==> src/hdl/cofc_pkg.sv <==
`default_nettype none
package cofc_pkg;

   localparam int unsigned REQ_DATA_W = 80;
   localparam int unsigned RSP_DATA_W = 120;

   // message type codes
   localparam logic [3:0] MSG_UNKNOWN   = 4'd0;
   localparam logic [3:0] MSG_NMT       = 4'd1;
   localparam logic [3:0] MSG_SYNC      = 4'd2;
   localparam logic [3:0] MSG_TIME      = 4'd3;
   localparam logic [3:0] MSG_EMCY      = 4'd4;
   localparam logic [3:0] MSG_TPDO      = 4'd5;
   localparam logic [3:0] MSG_RPDO      = 4'd6;
   localparam logic [3:0] MSG_SDO_TX    = 4'd7;
   localparam logic [3:0] MSG_SDO_RX    = 4'd8;
   localparam logic [3:0] MSG_HEARTBEAT = 4'd9;

   // function code, identifier bits 10..7
   localparam logic [3:0] FN_EMCY   = 4'h1;
   localparam logic [3:0] FN_TPDO1  = 4'h3;
   localparam logic [3:0] FN_RPDO1  = 4'h4;
   localparam logic [3:0] FN_TPDO2  = 4'h5;
   localparam logic [3:0] FN_RPDO2  = 4'h6;
   localparam logic [3:0] FN_TPDO3  = 4'h7;
   localparam logic [3:0] FN_RPDO3  = 4'h8;
   localparam logic [3:0] FN_TPDO4  = 4'h9;
   localparam logic [3:0] FN_RPDO4  = 4'hA;
   localparam logic [3:0] FN_SDO_TX = 4'hB;
   localparam logic [3:0] FN_SDO_RX = 4'hC;
   localparam logic [3:0] FN_HBEAT  = 4'hE;

   localparam logic [10:0] COB_NMT  = 11'h000;
   localparam logic [10:0] COB_SYNC = 11'h080;
   localparam logic [10:0] COB_TIME = 11'h100;

   // server command specifiers
   localparam logic [2:0] SCS_UPLOAD   = 3'd2;
   localparam logic [2:0] SCS_DOWNLOAD = 3'd3;
   localparam logic [2:0] SCS_ABORT    = 3'd4;

   localparam logic [1:0] KIND_ABORT    = 2'd0;
   localparam logic [1:0] KIND_UPLOAD   = 2'd1;
   localparam logic [1:0] KIND_DOWNLOAD = 2'd2;

   // after identifier decode
   typedef struct packed {
      logic        accepted;
      logic [3:0]  msg_type;
      logic [6:0]  node_number;
      logic [2:0]  pdo_index;
      logic        dlc8;
      logic        dlc1;
      logic [63:0] payload;
   } cls_type;

   // after command decode
   typedef struct packed {
      cls_type     cls;
      logic        detail_ok;
      logic [1:0]  sdo_kind;
      logic        sdo_expedited;
      logic [2:0]  data_len;
   } dec_type;

endpackage
`default_nettype wire

==> src/hdl/cofc_classify.sv <==
`default_nettype none
module cofc_classify (
   input  wire logic            clock,
   input  wire logic            reset,
   input  wire logic            in_valid,
   output logic                 in_ready,
   input  wire logic [10:0]     frame_id,
   input  wire logic            is_extended,
   input  wire logic [3:0]      frame_len,
   input  wire logic [63:0]     payload,
   output logic                 out_valid,
   input  wire logic            out_ready,
   output cofc_pkg::cls_type    out_cls
);

   logic              valid_ff;
   cofc_pkg::cls_type cls_ff;
   cofc_pkg::cls_type cls_in;
   logic [3:0]        func;
   logic [6:0]        node;

   assign func     = frame_id[10:7];
   assign node     = frame_id[6:0];
   assign in_ready = !valid_ff || out_ready;

   always_comb begin
      cls_in             = '0;
      cls_in.payload     = payload;
      cls_in.dlc8        = frame_len[3];
      cls_in.dlc1        = (frame_len != 4'd0);
      cls_in.accepted    = !is_extended;
      cls_in.node_number = node;
      priority if (is_extended) begin
         cls_in             = '0;
      end else if (frame_id == cofc_pkg::COB_NMT) begin
         cls_in.msg_type    = cofc_pkg::MSG_NMT;
         cls_in.node_number = '0;
      end else if (frame_id == cofc_pkg::COB_SYNC) begin
         cls_in.msg_type    = cofc_pkg::MSG_SYNC;
         cls_in.node_number = '0;
      end else if (frame_id == cofc_pkg::COB_TIME) begin
         cls_in.msg_type    = cofc_pkg::MSG_TIME;
         cls_in.node_number = '0;
      end else if (node != 7'd0) begin
         unique case (func)
            cofc_pkg::FN_EMCY: cls_in.msg_type = cofc_pkg::MSG_EMCY;
            cofc_pkg::FN_TPDO1: begin
               cls_in.msg_type = cofc_pkg::MSG_TPDO; cls_in.pdo_index = 3'd1;
            end
            cofc_pkg::FN_RPDO1: begin
               cls_in.msg_type = cofc_pkg::MSG_RPDO; cls_in.pdo_index = 3'd1;
            end
            cofc_pkg::FN_TPDO2: begin
               cls_in.msg_type = cofc_pkg::MSG_TPDO; cls_in.pdo_index = 3'd2;
            end
            cofc_pkg::FN_RPDO2: begin
               cls_in.msg_type = cofc_pkg::MSG_RPDO; cls_in.pdo_index = 3'd2;
            end
            cofc_pkg::FN_TPDO3: begin
               cls_in.msg_type = cofc_pkg::MSG_TPDO; cls_in.pdo_index = 3'd3;
            end
            cofc_pkg::FN_RPDO3: begin
               cls_in.msg_type = cofc_pkg::MSG_RPDO; cls_in.pdo_index = 3'd3;
            end
            cofc_pkg::FN_TPDO4: begin
               cls_in.msg_type = cofc_pkg::MSG_TPDO; cls_in.pdo_index = 3'd4;
            end
            cofc_pkg::FN_RPDO4: begin
               cls_in.msg_type = cofc_pkg::MSG_RPDO; cls_in.pdo_index = 3'd4;
            end
            cofc_pkg::FN_SDO_TX: cls_in.msg_type = cofc_pkg::MSG_SDO_TX;
            cofc_pkg::FN_SDO_RX: cls_in.msg_type = cofc_pkg::MSG_SDO_RX;
            cofc_pkg::FN_HBEAT:  cls_in.msg_type = cofc_pkg::MSG_HEARTBEAT;
            default:             cls_in.msg_type = cofc_pkg::MSG_UNKNOWN;
         endcase
      end else begin
         // node field zero on a non-broadcast id
         cls_in.msg_type = cofc_pkg::MSG_UNKNOWN;
      end
   end

   always_ff @(posedge clock) begin
      if (reset) begin
         valid_ff <= 1'b0;
      end else if (in_ready) begin
         valid_ff <= in_valid;
      end
   end

   always_ff @(posedge clock) begin
      if (in_valid && in_ready) begin
         cls_ff <= cls_in;
      end
   end

   assign out_valid = valid_ff;
   assign out_cls   = cls_ff;

endmodule
`default_nettype wire

==> src/hdl/cofc_sdo_decode.sv <==
`default_nettype none
module cofc_sdo_decode (
   input  wire logic               clock,
   input  wire logic               reset,
   input  wire logic               in_valid,
   output logic                    in_ready,
   input  wire cofc_pkg::cls_type  in_cls,
   output logic                    out_valid,
   input  wire logic               out_ready,
   output cofc_pkg::dec_type       out_dec
);

   logic              valid_ff;
   cofc_pkg::dec_type dec_ff;
   cofc_pkg::dec_type dec_in;
   logic [7:0]        cmd;
   logic [2:0]        scs;
   logic              is_sdo;

   assign in_ready = !valid_ff || out_ready;
   assign cmd      = in_cls.payload[7:0];
   assign scs      = cmd[7:5];
   assign is_sdo   = (in_cls.msg_type == cofc_pkg::MSG_SDO_TX) && in_cls.dlc8;

   always_comb begin
      dec_in     = '0;
      dec_in.cls = in_cls;
      priority if ((in_cls.msg_type == cofc_pkg::MSG_EMCY) && in_cls.dlc8) begin
         dec_in.detail_ok = 1'b1;
      end else if ((in_cls.msg_type == cofc_pkg::MSG_HEARTBEAT) && in_cls.dlc1) begin
         dec_in.detail_ok = 1'b1;
      end else if (is_sdo && (scs == cofc_pkg::SCS_ABORT)) begin
         dec_in.detail_ok = 1'b1;
         dec_in.sdo_kind  = cofc_pkg::KIND_ABORT;
      end else if (is_sdo && (scs == cofc_pkg::SCS_UPLOAD)) begin
         dec_in.detail_ok     = 1'b1;
         dec_in.sdo_kind      = cofc_pkg::KIND_UPLOAD;
         dec_in.sdo_expedited = cmd[1];
         if (cmd[1]) begin
            // expedited: four less the unused-byte count if size is indicated, else four
            dec_in.data_len = cmd[0] ? (3'd4 - {1'b0, cmd[3:2]}) : 3'd4;
         end
      end else if (is_sdo && (scs == cofc_pkg::SCS_DOWNLOAD)) begin
         dec_in.detail_ok = 1'b1;
         dec_in.sdo_kind  = cofc_pkg::KIND_DOWNLOAD;
      end else begin
         dec_in.detail_ok = 1'b0;
      end
   end

   always_ff @(posedge clock) begin
      if (reset) begin
         valid_ff <= 1'b0;
      end else if (in_ready) begin
         valid_ff <= in_valid;
      end
   end

   always_ff @(posedge clock) begin
      if (in_valid && in_ready) begin
         dec_ff <= dec_in;
      end
   end

   assign out_valid = valid_ff;
   assign out_dec   = dec_ff;

endmodule
`default_nettype wire

==> src/hdl/cofc_assemble.sv <==
`default_nettype none
module cofc_assemble (
   input  wire logic                              clock,
   input  wire logic                              reset,
   input  wire logic                              in_valid,
   output logic                                   in_ready,
   input  wire cofc_pkg::dec_type                 in_dec,
   output logic                                   out_valid,
   input  wire logic                              out_ready,
   output logic [cofc_pkg::RSP_DATA_W-1:0]        out_data,
   output logic [3:0]                             out_type
);

   logic                            valid_ff;
   logic [cofc_pkg::RSP_DATA_W-1:0] data_ff;
   logic [cofc_pkg::RSP_DATA_W-1:0] data_in;
   logic [3:0]                      type_ff;
   logic [15:0]                     oidx;
   logic [7:0]                      osub;
   logic [31:0]                     val;
   logic [39:0]                     extra;
   logic [31:0]                     up_data;
   logic                            is_emcy;
   logic                            is_hb;
   logic                            is_sdo;
   logic [63:0]                     p;

   assign in_ready = !valid_ff || out_ready;
   assign p        = in_dec.cls.payload;
   assign is_emcy  = in_dec.detail_ok && (in_dec.cls.msg_type == cofc_pkg::MSG_EMCY);
   assign is_hb    = in_dec.detail_ok && (in_dec.cls.msg_type == cofc_pkg::MSG_HEARTBEAT);
   assign is_sdo   = in_dec.detail_ok && (in_dec.cls.msg_type == cofc_pkg::MSG_SDO_TX);

   // expedited upload: bytes beyond data_len read as zero
   always_comb begin
      for (int b = 0; b < 4; b++) begin
         up_data[8*b +: 8] = (3'(b) < in_dec.data_len) ? p[32 + 8*b +: 8] : 8'h00;
      end
   end

   always_comb begin
      oidx  = '0;
      osub  = '0;
      val   = '0;
      extra = '0;
      priority if (is_emcy) begin
         val   = {8'h00, p[23:0]};
         extra = p[63:24];
      end else if (is_hb) begin
         val   = {25'd0, p[6:0]};
      end else if (is_sdo) begin
         oidx = p[23:8];
         osub = p[31:24];
         if (in_dec.sdo_kind == cofc_pkg::KIND_ABORT) begin
            val = p[63:32];
         end else if (in_dec.sdo_kind == cofc_pkg::KIND_UPLOAD) begin
            val = up_data;
         end
      end else begin
         val = '0;
      end
   end

   assign data_in = {6'd0, extra, in_dec.data_len, val, osub, oidx, in_dec.sdo_expedited,
                     in_dec.sdo_kind, in_dec.detail_ok, in_dec.cls.pdo_index,
                     in_dec.cls.node_number, in_dec.cls.accepted};

   always_ff @(posedge clock) begin
      if (reset) begin
         valid_ff <= 1'b0;
      end else if (in_ready) begin
         valid_ff <= in_valid;
      end
   end

   always_ff @(posedge clock) begin
      if (in_valid && in_ready) begin
         data_ff <= data_in;
         type_ff <= in_dec.cls.msg_type;
      end
   end

   assign out_valid = valid_ff;
   assign out_data  = data_ff;
   assign out_type  = type_ff;

endmodule
`default_nettype wire

==> src/hdl/canopen_frame_classifier.sv <==
// channel | dir | tdata (low bit up)                          | tuser
// req_    | in  | frame_id, frame_len, payload, zero pad      | is_extended
// rsp_    | out | accepted, node_number, pdo_index, detail_ok,| msg_type
//         |     | sdo_kind, sdo_expedited, object_index,      |
//         |     | object_sub, value_word, data_len, emcy_extra|
//
// Three register stages: identifier decode, SDO command decode, field assembly.
// One beat per cycle sustained while rsp_tready is high; each req beat passes all three in order to rsp.
// The last stage is the output register; each stage holds its beat while the
// next one is full and stalled, so back-pressure ripples upstream without loss.
// Synchronous reset empties all stages; no state beyond the pipeline.
`default_nettype none
module canopen_frame_classifier (
   input  wire logic                              clock,
   input  wire logic                              reset,
   input  wire logic                              req_tvalid,
   output logic                                   req_tready,
   input  wire logic [cofc_pkg::REQ_DATA_W-1:0]   req_tdata,  // frame_id, frame_len, payload
   input  wire logic                              req_tuser,  // is_extended
   output logic                                   rsp_tvalid,
   input  wire logic                              rsp_tready,
   output logic [cofc_pkg::RSP_DATA_W-1:0]        rsp_tdata,  // accepted .. emcy_extra
   output logic [3:0]                             rsp_tuser   // msg_type
);

   logic              s1_valid;
   logic              s1_ready;
   cofc_pkg::cls_type s1_cls;
   logic              s2_valid;
   logic              s2_ready;
   cofc_pkg::dec_type s2_dec;

   cofc_classify u_classify (
      .clock       (clock),
      .reset       (reset),
      .in_valid    (req_tvalid),
      .in_ready    (req_tready),
      .frame_id    (req_tdata[10:0]),
      .is_extended (req_tuser),
      .frame_len   (req_tdata[14:11]),
      .payload     (req_tdata[78:15]),
      .out_valid   (s1_valid),
      .out_ready   (s1_ready),
      .out_cls     (s1_cls)
   );

   cofc_sdo_decode u_sdo_decode (
      .clock     (clock),
      .reset     (reset),
      .in_valid  (s1_valid),
      .in_ready  (s1_ready),
      .in_cls    (s1_cls),
      .out_valid (s2_valid),
      .out_ready (s2_ready),
      .out_dec   (s2_dec)
   );

   cofc_assemble u_assemble (
      .clock     (clock),
      .reset     (reset),
      .in_valid  (s2_valid),
      .in_ready  (s2_ready),
      .in_dec    (s2_dec),
      .out_valid (rsp_tvalid),
      .out_ready (rsp_tready),
      .out_data  (rsp_tdata),
      .out_type  (rsp_tuser)
   );

endmodule
`default_nettype wire

==> config.mk <==
export PLATFORM = sky130hd
export DESIGN_NAME = canopen_frame_classifier
export DESIGN_NICKNAME = d
export VERILOG_FILES = /design/src/hdl/cofc_pkg.sv /design/src/hdl/cofc_classify.sv /design/src/hdl/cofc_sdo_decode.sv /design/src/hdl/cofc_assemble.sv /design/src/hdl/canopen_frame_classifier.sv
export SDC_FILE = /design/constraint.sdc
export NUM_CORES = 1
export LEC_CHECK = 0
export BUFFER_PORTS_ARGS = -buffer_cell sky130_fd_sc_hd__buf_2
export CAP_MARGIN = 20
export CORE_MARGIN = 1.5
export CORE_UTILIZATION = 60
export CTS_BUF_LIST = sky130_fd_sc_hd__clkbuf_4
export DETAILED_ROUTE_END_ITERATION = 7
export PLACE_DENSITY = 0.94
export SLEW_MARGIN = 25
export SYNTH_ARGS = -nofsm -noshare
export SYNTH_HDL_FRONTEND = slang
export SYNTH_SLANG_ARGS = --single-unit
==> constraint.sdc <==
create_clock -name clock -period 24.6 [get_ports clock]
set_input_delay 4.92 -clock clock [delete_from_list [all_inputs] [get_ports clock]]
set_output_delay 4.92 -clock clock [all_outputs]
set_load 0.02 [all_outputs]
==> metrics.md <==
| Metric | Value |
|---|---|
| Outcome | `finished, final reports clean` |
| Initial antenna violation count | `2` |
| Post-CTS Hold Fix Bufs | `0` |
| Routability Congestion | `slightly above 0.8` |
| Initial DRC count | `between 200 and 250` |
| Tot GR Track Use | `0.2089` |
| Clk slew on worst S/H paths | `70 ps` |
| Leak Pwr | `4.455 nW` |
| Nature of the critical path endpoint | `output pin` |
| WHS Path Cells | `0` |
| Mapped Cells | `560` |
| Port-buffer cells | `203` |
| Required time of the critical path | `19,680 ps` |
| Die area | `0.01820 sq mm` |
| I/O pin total | `211` |
| Sink Count | `288` |
| Worst-margin pin slew | `941.2 ps` |
| Max-slew headroom | `0.3719` |
| Minimum clock period | `10,890 ps` |
| Top-area cell type share of the netlist area | `0.8197` |
| First-pass iteration count of the detailed router | `5` |
| Largest net degree at the start of global routing | `87` |
| Commonest non-fill, non-tap cell in the layout | `edfxtp_1` |
| Max Clk Rate | `91.84 MHz` |
| Residual DRC count | `0` |
| Initial core utilization | `0.6079` |
| Mean Syn Cell Area | `18.65 sq um` |
| Number of warning messages in the yosys log | `0` |
| Worst-path cell chain | `buf_2, nor2b_1, nand3_1, buf_2` |
| Die X | `134.9 um` |
| Count of different cell masters after synthesis | `48` |
| CP top delay family | `simple AND/OR/NAND/NOR gates` |
| Root buffer cell | `clkbuf_4` |
| Most used cell, CP | `buf_2` |
| Max Slew Vio Count | `0` |
| Period utilization | `0.4426` |
| WL per Instance | `between 15 and 20 um` |
| Mapped cell area | `approximately 0.010 sq mm` |
| R2R setup slack | `22,140 ps` |
| Vias per Instance | `a little over 5` |
| Max Root-Sink Buffers | `3` |
| Share of post-route cells with drive strength above 1 | `0.3724` |
| Post-synth EDFFs | `285` |
| Crit Path Max Fanout | `6` |
| First-pass GRT wire length | `28,060 um` |
| Routed wire length | `18,740 um` |
| TritonCTS Buffers | `slightly below 70` |
| Async SR Flop Fraction | `0` |
| Hold Vio Cnt, Final | `0` |
| Min-delay src | `u_sdo_decode.out_dec[80]` |
| Reg2reg start | `u_sdo_decode.out_valid` |
| Most frequent cells in the layout | `edfxtp_1, buf_2, clkbuf_4` |
| Synth area leaders | `edfxtp_1, nor2b_1, and2_1` |
| GRT overflow | `0` |
| CP max stage delay | `570 ps` |
| Post-DRT Antenna Nets | `0` |
| Chip height | `134.9 um` |
| Max stage delay cell, worst path | `nor2b_1` |
| # rows | `48` |
| Setup CP Type | `in2out` |
| Number of global-route vias before repair | `around 5,600` |
| Area Growth Syn to Fin | `19.84%` |
| Pwr/cell area | `77.45 mW/mm^2` |
| Area leader, netlist | `edfxtp_1` |
| Hold crit path type | `reg2reg` |
| CP Buf/Inv Count | `2` |
| Post-CTS setup buffer count | `0` |
| Final setup violation count | `0` |
| Vias | `5,600` |
| Worst min-delay path endpoint | `u_assemble.out_data[5]` |
| H-tree levels | `3` |
| Max_cap viols | `0` |
| Core ar. | `between 0.015 and 0.02 sq mm` |
| RSZ-0062 raised after global routing | `no` |
| Worst Skew | `around 25 ps` |
| CTS tree | `built` |
| Peak VDD IR | `0.00003808 V` |
| Predominant post-synthesis flop cell | `edfxtp_1` |
| Reg2reg path depth | `3` |
| TNS Setup | `0 ps` |
| Cts repair resizes | `0` |
| Sequential share of the synthesized area | `0.8254` |
| Worst skew pair latency | `a little over 600 ps` |
| #FFs+latches synth | `288` |
| HPWL after detailed placement | `12,120 um` |
| WP data arrival | `5970 ps` |
| R2r endpoint | `u_assemble.out_data[106]` |
| CP Launch Type | `input port` |
| Worst hold margin | `408.4 ps` |
| # nets final | `906` |
## power by group
part,total [mW],internal (mW),switching [mW],leakage (nW)
registers,0.577,0.568,0.00942,2.57
clock network,0.342,0.176,0.166,0.466
logic,0.0495,0.0171,0.0324,1.42
total,0.969,0.761,0.208,4.45
## kinds of logic (layout without fill, tap and decap cells)
kind of cell | count (synthesis) | in the layout | synth area share
flip-flops | 288 | 288 | 0.8254
AND/OR/NAND/NOR | 192 | 192 | 0.1184
AO/OA/AOI/OAI | 43 | 43 | 0.03835
buffers and inverters | 33 | 330 | 0.01462
XOR/XNOR | 2 | 2 | 0.001678
adder cells (fa/ha/maj) | 1 | 1 | 0.001198
other | 1 | 8 | 0.0003592
## area by class of cell
cell class                 instances  area, sq um
inverter                           8        30.03
sequential                       288         8618
fill                            1075         4663
tap                              225        281.5
clock inverter                    18        68.82
timing repair buffer             210         1072
clock buffer                      94        705.7
antenna                            2        5.005
multi-input combinational        244         1732
## state kept, by name, summed over array words and instances (netlist names)
signal,count
u_assemble.out_data,114
u_sdo_decode.out_dec,86
u_classify.out_cls,81
u_assemble.out_type,4
u_assemble.out_valid,1
u_classify.out_valid,1
u_sdo_decode.out_valid,1
## stage by stage
| step | cells | power (mW) | setup WS (ps) | util | instance area [sq um] |
|---|---|---|---|---|---|
| 2_1_floorplan | 565 | 0.6185 | 12690 | - | 10460 |
| 3_3_place_gp | 975 | 0.6341 | 13750 | 0.6829 | 11730 |
| 3_5_place_dp | 975 | 0.6380 | 13700 | 0.6829 | 11730 |
| 4_1_cts | 1087 | 0.9814 | 13710 | 0.7280 | 12500 |
| 5_1_grt | 1088 | 1.009 | 13620 | 0.7284 | 12510 |
| 6_report | 1089 | 0.9691 | 13710 | 0.7285 | 12510 |
## cells in the mapped netlist, types with 2 or more instances
| cell type | n |
|---|---|
| nand2_1 | 4 |
| nor2_1 | 6 |
| nand2b_1 | 2 |
| a21oi_1 | 2 |
| a21boi_0 | 3 |
| and3b_1 | 2 |
| dfxtp_1 | 3 |
| inv_1 | 8 |
| a2111oi_4 | 2 |
| clkbuf_2 | 3 |
| or3_1 | 2 |
| buf_4 | 6 |
| nand3b_1 | 2 |
| edfxtp_1 | 285 |
| nor4b_1 | 2 |
| a22o_1 | 24 |
| nor2b_1 | 78 |
| and2_1 | 74 |
| nor3_1 | 5 |
| buf_2 | 2 |
| nor4_1 | 4 |
| a31oi_1 | 2 |
| clkbuf_1 | 14 |
## per-layer routing
metal / GRT usage / share of wire / up-vias
met5: 0 / 0 / -
met4: 0.1207 / 0.035 / 0
met3: 0.05443 / 0.066 / 49
met2: 0.3729 / 0.53 / 228
met1: 0.2247 / 0.36 / 2677
li1: - / - / 2646
## worst max-delay path by stage
stage                    start                       to  slack, ps  cells past startpoint
floorplan           rsp_tready  u_sdo_decode.out_dec[0]      12690                      2
global placement    rsp_tready               req_tready      13750                      4
detailed placement  rsp_tready               req_tready      13700                      4
CTS                 rsp_tready               req_tready      13710                      4
global route        rsp_tready               req_tready      13620                      4
finish              rsp_tready               req_tready      13710                      4
## worst reg2reg max path, stage by stage, from the launching register on
cell     delay [ps]
dfxtp_1         490
nor2b_4         200
buf_4           540
buf_4           820
Power figures use the tool's default switching activity.
